--- config.mk ---
export PLATFORM = sky130hd
export DESIGN_NAME = even_odd_lattice_neighbor_index
export DESIGN_NICKNAME = d
export VERILOG_FILES = /design/src/rtl/eoln_pkg.sv /design/src/rtl/eoln_div_stage.sv /design/src/rtl/eoln_post_stage.sv /design/src/rtl/even_odd_lattice_neighbor_index.sv
export SDC_FILE = /design/constraint.sdc
export NUM_CORES = 2
export LEC_CHECK = 0
export ABC_AREA = 1
export CAP_MARGIN = 20
export CELL_PAD_IN_SITES_DETAIL_PLACEMENT = 1
export CELL_PAD_IN_SITES_GLOBAL_PLACEMENT = 1
export CORE_MARGIN = 8
export CORE_UTILIZATION = 48
export DETAILED_ROUTE_END_ITERATION = 8
export DONT_BUFFER_PORTS = 1
export HOLD_SLACK_MARGIN = 0.05
export PLACE_DENSITY_LB_ADDON = 0.1
export SLEW_MARGIN = 20
export SYNTH_ARGS = -nofsm -noshare
export SYNTH_HDL_FRONTEND = slang
export SYNTH_HIERARCHICAL = 1
export SYNTH_SLANG_ARGS = --single-unit
--- constraint.sdc ---
create_clock -name clk_i -period 8.55 [get_ports clk_i]
set_input_delay 0.855 -clock clk_i [delete_from_list [all_inputs] [get_ports clk_i]]
set_output_delay 0.855 -clock clk_i [all_outputs]
set_load 0.1 [all_outputs]
--- src/rtl/eoln_pkg.sv ---
// ----------------------------------------------------------------------------
// Even-odd lattice neighbor index: package
// Pipeline word type, field widths and code constants.
// ----------------------------------------------------------------------------
package eoln_pkg;

  localparam int unsigned IdxW  = 19;
  localparam int unsigned ExtW  = 6;
  localparam int unsigned HxW   = 5;
  localparam int unsigned CfgIW = 3;
  localparam int unsigned InW   = 32;
  localparam int unsigned OutW  = 24;

  typedef enum logic [1:0] {
    DIR_X = 2'd0,
    DIR_Y = 2'd1,
    DIR_Z = 2'd2,
    DIR_T = 2'd3
  } dir_e;

  typedef enum logic [CfgIW-1:0] {
    CFG_HALF_X = 3'd0,
    CFG_Y      = 3'd1,
    CFG_Z      = 3'd2,
    CFG_T      = 3'd3,
    CFG_POFF   = 3'd4
  } cfg_idx_e;

  typedef enum logic [1:0] {
    SAVE_NONE = 2'd0,
    SAVE_X    = 2'd1,
    SAVE_Y    = 2'd2
  } save_e;

  typedef enum logic [1:0] {
    PH_STEP = 2'd0,
    PH_MULZ = 2'd1,
    PH_MULY = 2'd2,
    PH_MULX = 2'd3
  } phase_e;

  typedef struct packed {
    logic              down;
    dir_e              dir;
    logic              par;
    logic signed [1:0] bf;
    logic              crossed;
    logic [HxW-1:0]    ix2;
    logic [ExtW-1:0]   iy;
    logic [ExtW-1:0]   iz;
    logic [IdxW-1:0]   num;
    logic [IdxW-1:0]   quo;
    logic [ExtW-1:0]   rem;
  } pipe_t;

endpackage

--- src/rtl/eoln_div_stage.sv ---
// ----------------------------------------------------------------------------
// Even-odd lattice neighbor index: divider stage
// A few restoring division steps on the carried index, then a register.
// ----------------------------------------------------------------------------
module eoln_div_stage #(
  parameter int unsigned STEPS = 5,
  parameter bit          FIRST = 1'b0,
  parameter int unsigned SAVE  = 0
) (
  input  logic                            clk_i,
  input  logic                            rst_ni,
  input  logic [eoln_pkg::ExtW-1:0]       divisor_i,
  input  logic                            valid_i,
  output logic                            ready_o,
  input  eoln_pkg::pipe_t                 item_i,
  output logic                            valid_o,
  input  logic                            ready_i,
  output eoln_pkg::pipe_t                 item_o
);
  import eoln_pkg::*;

  pipe_t                item_d, item_q;
  logic                 valid_q;
  logic [ExtW:0]        t;

  always_comb begin
    item_d = item_i;
    t      = '0;
    if (FIRST) begin
      item_d.num = item_i.quo;
      item_d.quo = '0;
      item_d.rem = '0;
      if (SAVE == SAVE_X) begin
        item_d.ix2 = item_i.rem[HxW-1:0];
      end else if (SAVE == SAVE_Y) begin
        item_d.iy = item_i.rem;
      end
    end
    for (int k = 0; k < STEPS; k++) begin
      t          = {item_d.rem, item_d.num[IdxW-1]};
      item_d.num = {item_d.num[IdxW-2:0], 1'b0};
      if (t >= {1'b0, divisor_i}) begin
        item_d.rem = ExtW'(t - {1'b0, divisor_i});
        item_d.quo = {item_d.quo[IdxW-2:0], 1'b1};
      end else begin
        item_d.rem = t[ExtW-1:0];
        item_d.quo = {item_d.quo[IdxW-2:0], 1'b0};
      end
    end
  end

  assign ready_o = !valid_q || ready_i;

  always_ff @(posedge clk_i or negedge rst_ni) begin
    if (!rst_ni) begin
      valid_q <= 1'b0;
    end else if (ready_o) begin
      valid_q <= valid_i;
    end
  end

  always_ff @(posedge clk_i) begin
    if (ready_o && valid_i) begin
      item_q <= item_d;
    end
  end

  assign valid_o = valid_q;
  assign item_o  = item_q;

endmodule

--- src/rtl/eoln_post_stage.sv ---
// ----------------------------------------------------------------------------
// Even-odd lattice neighbor index: post stage
// Neighbor step on the coordinates, or one multiply-add of the index rebuild.
// ----------------------------------------------------------------------------
module eoln_post_stage #(
  parameter int unsigned PHASE = 0
) (
  input  logic                            clk_i,
  input  logic                            rst_ni,
  input  logic [eoln_pkg::HxW-1:0]        nx2_i,
  input  logic [eoln_pkg::ExtW-1:0]       ny_i,
  input  logic [eoln_pkg::ExtW-1:0]       nz_i,
  input  logic [eoln_pkg::ExtW-1:0]       nt_i,
  input  logic                            poff_i,
  input  logic                            valid_i,
  output logic                            ready_o,
  input  eoln_pkg::pipe_t                 item_i,
  output logic                            valid_o,
  input  logic                            ready_i,
  output eoln_pkg::pipe_t                 item_o
);
  import eoln_pkg::*;

  pipe_t          item_d, item_q;
  logic           valid_q;
  logic           keo;
  logic [HxW:0]   xs;
  logic [ExtW:0]  ys, zs;
  logic [IdxW:0]  ts;

  always_comb begin
    item_d = item_i;
    keo    = item_i.par ^ item_i.iy[0] ^ item_i.rem[0] ^ item_i.quo[0] ^ poff_i;
    xs     = {1'b0, item_i.ix2} + {{HxW{1'b0}}, keo};
    ys     = {1'b0, item_i.iy} + 1'b1;
    zs     = {1'b0, item_i.rem} + 1'b1;
    ts     = {1'b0, item_i.quo} + 1'b1;
    case (PHASE)
      PH_STEP: begin
        item_d.iz      = item_i.rem;
        item_d.crossed = 1'b0;
        case (item_i.dir)
          DIR_X: begin
            if (!item_i.down) begin
              if (xs < {1'b0, nx2_i}) begin
                item_d.ix2 = xs[HxW-1:0];
              end else begin
                item_d.ix2 = '0;
                item_d.crossed = 1'b1;
              end
            end else if (!keo && item_i.ix2 == '0) begin
              item_d.ix2 = nx2_i - 1'b1;
              item_d.crossed = 1'b1;
            end else begin
              item_d.ix2 = item_i.ix2 - {{(HxW-1){1'b0}}, !keo};
            end
          end
          DIR_Y: begin
            if (!item_i.down) begin
              if (ys < {1'b0, ny_i}) begin
                item_d.iy = ys[ExtW-1:0];
              end else begin
                item_d.iy = '0;
                item_d.crossed = 1'b1;
              end
            end else if (item_i.iy == '0) begin
              item_d.iy = ny_i - 1'b1;
              item_d.crossed = 1'b1;
            end else begin
              item_d.iy = item_i.iy - 1'b1;
            end
          end
          DIR_Z: begin
            if (!item_i.down) begin
              if (zs < {1'b0, nz_i}) begin
                item_d.iz = zs[ExtW-1:0];
              end else begin
                item_d.iz = '0;
                item_d.crossed = 1'b1;
              end
            end else if (item_i.rem == '0) begin
              item_d.iz = nz_i - 1'b1;
              item_d.crossed = 1'b1;
            end else begin
              item_d.iz = item_i.rem - 1'b1;
            end
          end
          default: begin
            if (!item_i.down) begin
              if (ts < {{(IdxW-ExtW+1){1'b0}}, nt_i}) begin
                item_d.quo = ts[IdxW-1:0];
              end else begin
                item_d.quo = '0;
                item_d.crossed = 1'b1;
              end
            end else if (item_i.quo == '0) begin
              item_d.quo = {{(IdxW-ExtW){1'b0}}, nt_i - 1'b1};
              item_d.crossed = 1'b1;
            end else begin
              item_d.quo = item_i.quo - 1'b1;
            end
          end
        endcase
        if (!item_d.crossed) begin
          item_d.bf = 2'sb01;
        end
      end
      PH_MULZ: item_d.quo = IdxW'({{(IdxW-ExtW){1'b0}}, item_i.iz} + nz_i * item_i.quo);
      PH_MULY: item_d.quo = IdxW'({{(IdxW-ExtW){1'b0}}, item_i.iy} + ny_i * item_i.quo);
      default: item_d.quo = IdxW'({{(IdxW-HxW){1'b0}}, item_i.ix2} + nx2_i * item_i.quo);
    endcase
  end

  assign ready_o = !valid_q || ready_i;

  always_ff @(posedge clk_i or negedge rst_ni) begin
    if (!rst_ni) begin
      valid_q <= 1'b0;
    end else if (ready_o) begin
      valid_q <= valid_i;
    end
  end

  always_ff @(posedge clk_i) begin
    if (ready_o && valid_i) begin
      item_q <= item_d;
    end
  end

  assign valid_o = valid_q;
  assign item_o  = item_q;

endmodule

--- src/rtl/even_odd_lattice_neighbor_index.sv ---
// ----------------------------------------------------------------------------
// Even-odd lattice neighbor index: top level
// A new site word is taken every cycle unless stalled. Twelve divider stages
// split the site index by the x, y and z extents (five restoring steps per
// stage, one fewer in each extent's last), one stage steps the coordinate,
// and three multiply-add stages rebuild the neighbor index, the last being
// the output register. Each stage has its own valid bit, holding under stall.
// ----------------------------------------------------------------------------
module even_odd_lattice_neighbor_index #(
  parameter int unsigned MAX_EXTENT = 32
) (
  input  logic                         clk_i,
  input  logic                         rst_ni,
  input  logic                         cfg_we_i,
  input  logic [eoln_pkg::CfgIW-1:0]   cfg_idx_i,
  input  logic [eoln_pkg::ExtW-1:0]    cfg_wdata_i,
  input  logic                         s_axis_tvalid,
  output logic                         s_axis_tready,
  // cmd, direction[1:0], site_parity, site_index[18:0], boundary_factor[1:0]
  input  logic [eoln_pkg::InW-1:0]     s_axis_tdata,
  output logic                         m_axis_tvalid,
  input  logic                         m_axis_tready,
  // neighbor_index[18:0], crossed_edge, scale[1:0]
  output logic [eoln_pkg::OutW-1:0]    m_axis_tdata
);
  import eoln_pkg::*;

  localparam int unsigned NDiv  = 12;
  localparam int unsigned NPost = 4;
  localparam int unsigned NSt   = NDiv + NPost;

  logic [HxW-1:0]  nx2_q;
  logic [ExtW-1:0] ny_q, nz_q, nt_q;
  logic            poff_q;

  pipe_t s_item;
  pipe_t link [0:NSt];
  logic  vld  [0:NSt];
  logic  rdy  [0:NSt];

  function automatic logic [ExtW-1:0] clamp_ext(logic [ExtW-1:0] v, int unsigned maxv);
    logic [ExtW-1:0] r;
    if (v == '0) begin
      r = ExtW'(1);
    end else if (int'(v) > int'(maxv)) begin
      r = ExtW'(maxv);
    end else begin
      r = v;
    end
    return r;
  endfunction

  always_ff @(posedge clk_i or negedge rst_ni) begin
    if (!rst_ni) begin
      nx2_q  <= HxW'(4);
      ny_q   <= ExtW'(8);
      nz_q   <= ExtW'(8);
      nt_q   <= ExtW'(8);
      poff_q <= 1'b0;
    end else if (cfg_we_i) begin
      case (cfg_idx_e'(cfg_idx_i))
        CFG_HALF_X: nx2_q  <= HxW'(clamp_ext({1'b0, cfg_wdata_i[HxW-1:0]}, MAX_EXTENT / 2));
        CFG_Y:      ny_q   <= clamp_ext(cfg_wdata_i, MAX_EXTENT);
        CFG_Z:      nz_q   <= clamp_ext(cfg_wdata_i, MAX_EXTENT);
        CFG_T:      nt_q   <= clamp_ext(cfg_wdata_i, MAX_EXTENT);
        CFG_POFF:   poff_q <= cfg_wdata_i[0];
        default: ;
      endcase
    end
  end

  always_comb begin
    s_item          = '0;
    s_item.down     = s_axis_tdata[0];
    s_item.dir      = dir_e'(s_axis_tdata[2:1]);
    s_item.par      = s_axis_tdata[3];
    s_item.quo      = s_axis_tdata[22:4];
    s_item.bf       = s_axis_tdata[24:23];
  end

  assign link[0]       = s_item;
  assign vld[0]        = s_axis_tvalid;
  assign s_axis_tready = rdy[0];

  for (genvar j = 0; j < NDiv; j++) begin : g_div
    logic [ExtW-1:0] dvs;
    assign dvs = (j / 4 == 0) ? {1'b0, nx2_q} : (j / 4 == 1) ? ny_q : nz_q;
    eoln_div_stage #(
      .STEPS ((j % 4 == 3) ? 4 : 5),
      .FIRST (j % 4 == 0),
      .SAVE  (j / 4)
    ) u_div (
      .clk_i     (clk_i),
      .rst_ni    (rst_ni),
      .divisor_i (dvs),
      .valid_i   (vld[j]),
      .ready_o   (rdy[j]),
      .item_i    (link[j]),
      .valid_o   (vld[j+1]),
      .ready_i   (rdy[j+1]),
      .item_o    (link[j+1])
    );
  end

  for (genvar p = 0; p < NPost; p++) begin : g_post
    eoln_post_stage #(
      .PHASE (p)
    ) u_post (
      .clk_i   (clk_i),
      .rst_ni  (rst_ni),
      .nx2_i   (nx2_q),
      .ny_i    (ny_q),
      .nz_i    (nz_q),
      .nt_i    (nt_q),
      .poff_i  (poff_q),
      .valid_i (vld[NDiv+p]),
      .ready_o (rdy[NDiv+p]),
      .item_i  (link[NDiv+p]),
      .valid_o (vld[NDiv+p+1]),
      .ready_i (rdy[NDiv+p+1]),
      .item_o  (link[NDiv+p+1])
    );
  end

  assign rdy[NSt]      = m_axis_tready;
  assign m_axis_tvalid = vld[NSt];
  assign m_axis_tdata  = {2'b00, link[NSt].bf, link[NSt].crossed, link[NSt].quo};

endmodule

Word-level counts from Yosys, hierarchy flattened
Index checks and enable logic that the tools add are counted.
{"block": "classes", "n_addsub": 72, "n_mul": 3, "magnitude_cmp": 63, "n_eq_ne": 6, "muxes": 89, "bitwise": 4, "reduce_logical": 64}
{"op": "2-to-1 mux 7 bit", "n": 57}
{"op": ">= comparator 7 x 6 -> 1 bit", "n": 36}
{"op": "subtractor 6 bit", "n": 36}
{"op": ">= comparator 7 x 5 -> 1 bit", "n": 18}
{"op": "subtractor 6 x 5 -> 6 bit", "n": 18}
{"op": "2-to-1 mux 19 bit", "n": 4}
{"op": "2-to-1 mux 6 bit", "n": 11}
{"op": "adder 6 x 19 -> 19 bit", "n": 2}
{"op": "multiplier 6 x 19 -> 19 bit", "n": 2}
{"op": "subtractor 6 x 1 -> 6 bit (second input constant)", "n": 5}
{"op": "2-to-1 mux 5 bit", "n": 5}
{"op": "adder 19 x 1 -> 20 bit (second input constant)", "n": 1}
{"op": "less-than comparator 20 x 6 -> 1 bit", "n": 1}
{"op": "adder 5 x 19 -> 19 bit", "n": 1}
{"op": "zero test 19 bit", "n": 1}
{"op": "multiplier 5 x 19 -> 19 bit", "n": 1}
{"op": "subtractor 19 x 1 -> 19 bit (second input constant)", "n": 1}
{"op": "zero test 6 bit", "n": 3}
{"op": "logical AND 1 bit", "n": 17}
{"op": "zero test 1 bit", "n": 17}
{"op": "logical OR 1 bit", "n": 16}
{"op": "adder 6 x 1 -> 7 bit (second input constant)", "n": 2}
{"op": "less-than comparator 7 x 6 -> 1 bit", "n": 2}
{"op": ">= comparator 1 x 6 -> 1 bit", "n": 2}
{"op": "22 further kinds", "n": 42}
{"block": "word_totals", "register_bits": 596, "out_inout_bits": 26, "wordCells": 433}

Logic depth before layout (Yosys ltp)
{"block": "logic_depth", "depth_word": 18, "ltp_mapped": 57, "depth_no_buf": 56}

By module
The synthesis kept the hierarchy.
{"module": "eoln_div_stage (g_div[2].u_div ...)", "n_inst": 4, "cells_per_inst": 351, "area_each_um2": 3786.1}
{"module": "eoln_post_stage (g_post[1].u_post ...)", "n_inst": 2, "cells_per_inst": 579, "area_each_um2": 5489.0}
{"module": "eoln_div_stage (g_div[3].u_div ...)", "n_inst": 2, "cells_per_inst": 309, "area_each_um2": 3482.1}
{"module": "eoln_post_stage (g_post[0].u_post)", "n_inst": 1, "cells_per_inst": 698, "area_each_um2": 5397.7}
{"module": "eoln_post_stage (g_post[3].u_post)", "n_inst": 1, "cells_per_inst": 572, "area_each_um2": 5207.5}
{"module": "eoln_div_stage (g_div[10].u_div)", "n_inst": 1, "cells_per_inst": 381, "area_each_um2": 3829.9}
{"module": "eoln_div_stage (g_div[1].u_div)", "n_inst": 1, "cells_per_inst": 351, "area_each_um2": 3789.9}
{"module": "eoln_div_stage (g_div[11].u_div)", "n_inst": 1, "cells_per_inst": 311, "area_each_um2": 3497.1}
{"module": "eoln_div_stage (g_div[0].u_div)", "n_inst": 1, "cells_per_inst": 312, "area_each_um2": 3203.1}
{"module": "eoln_div_stage (g_div[8].u_div)", "n_inst": 1, "cells_per_inst": 313, "area_each_um2": 3184.3}
{"module": "eoln_div_stage (g_div[4].u_div)", "n_inst": 1, "cells_per_inst": 317, "area_each_um2": 3148.0}
{"module": "even_odd_lattice_neighbor_index", "n_inst": 1, "cells_per_inst": 130, "area_each_um2": 1112.3}

Least setup slack after synthesis
OpenSTA, ideal clock, no wires.
{"block": "synth_timing", "path_type": "register -> register", "from": "register nx2_q[1]", "to": "register g_div[1].u_div.item_q (netlist bit g_div[1].u_div/item_o[1]) (data pin)", "setup_time_ns": 0.130, "arrival_ns": 7.855, "required_time_ns": 8.420, "setup_slack_ns": 0.565, "path_stages_with_launch": 52, "n_path_buf": 3, "synth_period_minus_slack_ns": 7.985, "path_cell_list": "dfrtp_1 inv_1 ha_1 nand3_1 nand3_1 nand2_2 nand2_2 buf_6 nand2_1 o21a_1 inv_1 ha_1 nand2_1 nor2_1 nand2_1 nand3_1 a21oi_4 nand3_2 [16 not listed] o21ai_0 nand2_1 a211oi_1 nand3_4 buf_12 nand2_1 o21ai_2 ha_1 a21oi_1 nand2_1 nand2_1 nand2_1 a21oi_1 o21a_1 inv_1 nor2_8 nand3_1 nand2_1"}
{"item": "from (decl)", "line": "even_odd_lattice_neighbor_index.sv:32", "text": "logic [HxW-1:0] nx2_q;"}
{"item": "from (signal assigned)", "line": "even_odd_lattice_neighbor_index.sv:55", "text": "nx2_q <= HxW'(4);"}
{"item": "from (signal assigned)", "line": "even_odd_lattice_neighbor_index.sv:62", "text": "CFG_HALF_X: nx2_q <= HxW'(clamp_ext({1'b0, cfg_wdata_i[HxW-1:0]}, MAX_EXTENT / 2));"}
{"item": "to (signal assigned)", "line": "eoln_div_stage.sv:64", "text": "item_q <= item_d;"}
{"item": "to (decl)", "line": "eoln_div_stage.sv:22", "text": "pipe_t item_d, item_q;"}

==> impl_metrics.csv <==
group,metric,value,unit
setup_path,worst-r2r-cell-count,49,
finish,num_antenna_cells,0,
route,drt-pass1-iter-count,5,
global_route,grt_pass1_vias,42866,
sta,hold_viol_final,0,
finish,area_growth,10.31,%
floorplan,x_dimension_of_the_die,344.0,um
floorplan,i_o_pins,72,
setup_path,critical_path_required,9.04,ns
clocking,clock_latency,0.64,ns
run,timing.max_cap.violations,0,
floorplan,floorplan.initialDensity,48.31,%
route,drc,0,
sta,fmax,120.7,MHz
synthesis,yosysWarnings,6,
clocking,clkTransAtPathRegs,0.06,ns
place,place.port_buffers,0,
finish,final_net_count,6904,
place,dpl.hpwl,106700,um
route,antenna_left,0,
floorplan,die_outline_area,118300,um^2
clocking,htree_levels,3,
route,route.detailed.vias_per_inst,5.249,
floorplan,floorplan.core_area,106900,um^2
setup_path,cp_max_fo,12,
worst_hold_path,min_path_type,"primary input to flip-flop",
global_route,grt_first_pass_wirelength,222500,um
sta,slew-limit-headroom,35.85,%
place,placedInstanceArea,53570,um^2
outcome,status,"completed",
setup_path,path_class,"flip-flop to flip-flop",
setup_path,slowest_delay,0.61,ns
setup_path,worst_r2r_end,"g_div[6].u_div/item_o[4]$_DFFE_PP_",
route,detail_route.iter0.violations,1881,
setup_path,path_common_cell,"sky130_fd_sc_hd__nand2_1",
sta,fin_worst_hold_slack,0.2993,ns
finish,fin_area,56970,um^2
finish,ratio_of_cells_with_drive_above_1_in_the_final_layout,12.73,%
sta,timing_max_transition_violations_final,0,
global_route,grt_start_max_net_pins,43,
sta,post-route-min-period,8.287,ns
setup_path,cp-end-kind,"flip-flop",
worst_hold_path,hold_sp,"s_axis_tdata[16]",
global_route,grt_antenna_before_repair,2,
setup_path,cp_arrival,8.78,ns
floorplan,dieHeight,344.0,um
setup_path,timing.critical_path.to,"g_div[6].u_div/item_o[4]$_DFFE_PP_",
synthesis,total_standard_cell_area_after_synthesis,51640,um^2
synthesis,synth.avg_cell_area,8.583,um^2
clocking,cts_tree,"yes",
setup_path,worstSetupStartpoint,"g_div[4].dvs[3]$_DFFE_PN1P_",
route,detailroute.via_count,40031,
floorplan,rows,120,
route,drt-total-wl,137300,um
sta,worst_clock_skew,0.02150,ns
clocking,clock_tree.root_cell,"sky130_fd_sc_hd__clkbuf_16",
global_route,gr-total-overflow,0,
clocking,cts_made_buffers,75,
clocking,clock_path_buffers,3,
place,place_congestion,0.8728,
sta,setup_viol,0,
synthesis,netlist_instances,6017,
route,detail_route.wl_per_cell,18.00,um
global_route,global_route.usage.total,23.14,%
sta,layout_worst_path_cycle_share,96.93,%
clocking,cts_num_sinks,596,
setup_path,reg2reg_setup_slack,0.26,ns
setup_path,reg2reg_from,"g_div[4].dvs[3]$_DFFE_PN1P_",
sta,timing_worst_slew_pin_value,0.9622,ns
setup_path,cp-start-kind,"flip-flop",
setup_path,cpMaxStageDelayCell,"sky130_fd_sc_hd__dfstp_2",
critical path: cells and delay by family, from the launching register on:
kind                     cells  cell delay, ns
AO/OA/AOI/OAI               11            2.24
adder cells (fa/ha/maj)      5            1.77
buffers and inverters        5            0.45
flip-flops                   1            0.61
AND/OR/NAND/NOR             28            3.10
cell type report:
type / count / area, um^2
clock buffers: 90 / 1973
clock inverters: 48 / 558.0
fillers: 12637 / 49930
inverters: 1160 / 4398
multi-input cells: 4202 / 29520
flip-flops and latches: 596 / 17720
well taps: 1403 / 1755
repair buffers: 127 / 1044
through the flow:
step / cells / setup TNS, ns / utilization [%] / worst slack [ns]
final: 7626 / 0 / 53.29 / 0.2629
after global routing: 7626 / -0.6098 / 53.29 / -0.1390
after CTS: 7566 / 0 / 52.53 / 0.0002025
after detailed placement: 7426 / -0.1683 / 50.11 / -0.04796
after global placement: 7426 / 0 / 50.11 / 0.2302
after floorplan: 6023 / 0 / - / 0.5650
worst min-delay path by stage:
| stage | cells after the start | slack, ns | end |
|---|---|---|---|
| after floorplan | 0 | 0.40 | g_div[10].u_div/item_o[11]$_DFFE_PP_ |
| after global placement | 0 | 0.40 | g_div[10].u_div/item_o[14]$_DFFE_PP_ |
| after detailed placement | 0 | 0.41 | g_div[3].u_div/item_o[16]$_DFFE_PP_ |
| after CTS | 0 | 0.25 | g_div[0].u_div/item_o[64]$_DFFE_PP_ |
| after global routing | 0 | 0.26 | g_div[0].u_div/item_o[64]$_DFFE_PP_ |
| final | 0 | 0.30 | g_div[0].u_div/item_o[42]$_DFFE_PP_ |
state kept, by name, indices dropped and copies added (netlist names):
| signal | flops |
|---|---|
| g_div.u_div/valid_o | 12 |
| g_div.dvs | 12 |
| nt_q | 6 |
| g_div.u_div/item_o | 435 |
| g_post.u_post/valid_o | 4 |
| poff_q | 1 |
| nx2_q | 5 |
| g_post.u_post/item_o | 121 |
layout by cell type, fill, tap and decap left out, types with 20 or more instances in the layout:
cell                         instances
sky130_fd_sc_hd__o21a_1             33
sky130_fd_sc_hd__ha_1              459
sky130_fd_sc_hd__o21ai_0           101
sky130_fd_sc_hd__nand2_2           101
sky130_fd_sc_hd__nand4_1            84
sky130_fd_sc_hd__xor2_1            190
sky130_fd_sc_hd__dfrtp_1            25
sky130_fd_sc_hd__nand3_2            36
sky130_fd_sc_hd__nand3b_1           32
sky130_fd_sc_hd__o21ai_1            36
sky130_fd_sc_hd__nand2_1          1619
sky130_fd_sc_hd__nor3_1             22
sky130_fd_sc_hd__a21oi_4            30
sky130_fd_sc_hd__inv_2              53
sky130_fd_sc_hd__nor2_4             34
sky130_fd_sc_hd__clkinvlp_4         20
sky130_fd_sc_hd__inv_1            1090
sky130_fd_sc_hd__nand3_1           376
sky130_fd_sc_hd__nand2_4            42
sky130_fd_sc_hd__a31oi_1            25
sky130_fd_sc_hd__a21oi_2            35
sky130_fd_sc_hd__fa_1              222
sky130_fd_sc_hd__nor2_1            220
sky130_fd_sc_hd__xnor2_1            62
sky130_fd_sc_hd__nand3_4            52
sky130_fd_sc_hd__nor2_2             29
sky130_fd_sc_hd__a21oi_1           193
sky130_fd_sc_hd__edfxtp_1          556
sky130_fd_sc_hd__clkbuf_16          76
sky130_fd_sc_hd__buf_4             120
sky130_fd_sc_hd__o21ai_2            38
metal layers:
metal | wire length (um) | up-vias | global-route usage, %
met4 | 3091 | 0 | 5.811
met2 | 69540 | 512 | 42.06
li1 | - | 19669 | -
met5 | 0 | - | 0
met1 | 60670 | 19646 | 29.30
met3 | 4001 | 204 | 2.449
what timing repair did:
action                                  in CTS  in global routing
cloned                                       0                  2
gates resized for setup                      4                 90
endpoints found under the hold margin       37                  0
pin swaps                                    0                 24
setup buffers                                0                 58
endpoints found under the setup margin      18                 55
hold buffers                                 2                  0
Power is not shown: default switching activity piles up to over one toggle a cycle in this logic, so the estimate is an artifact.
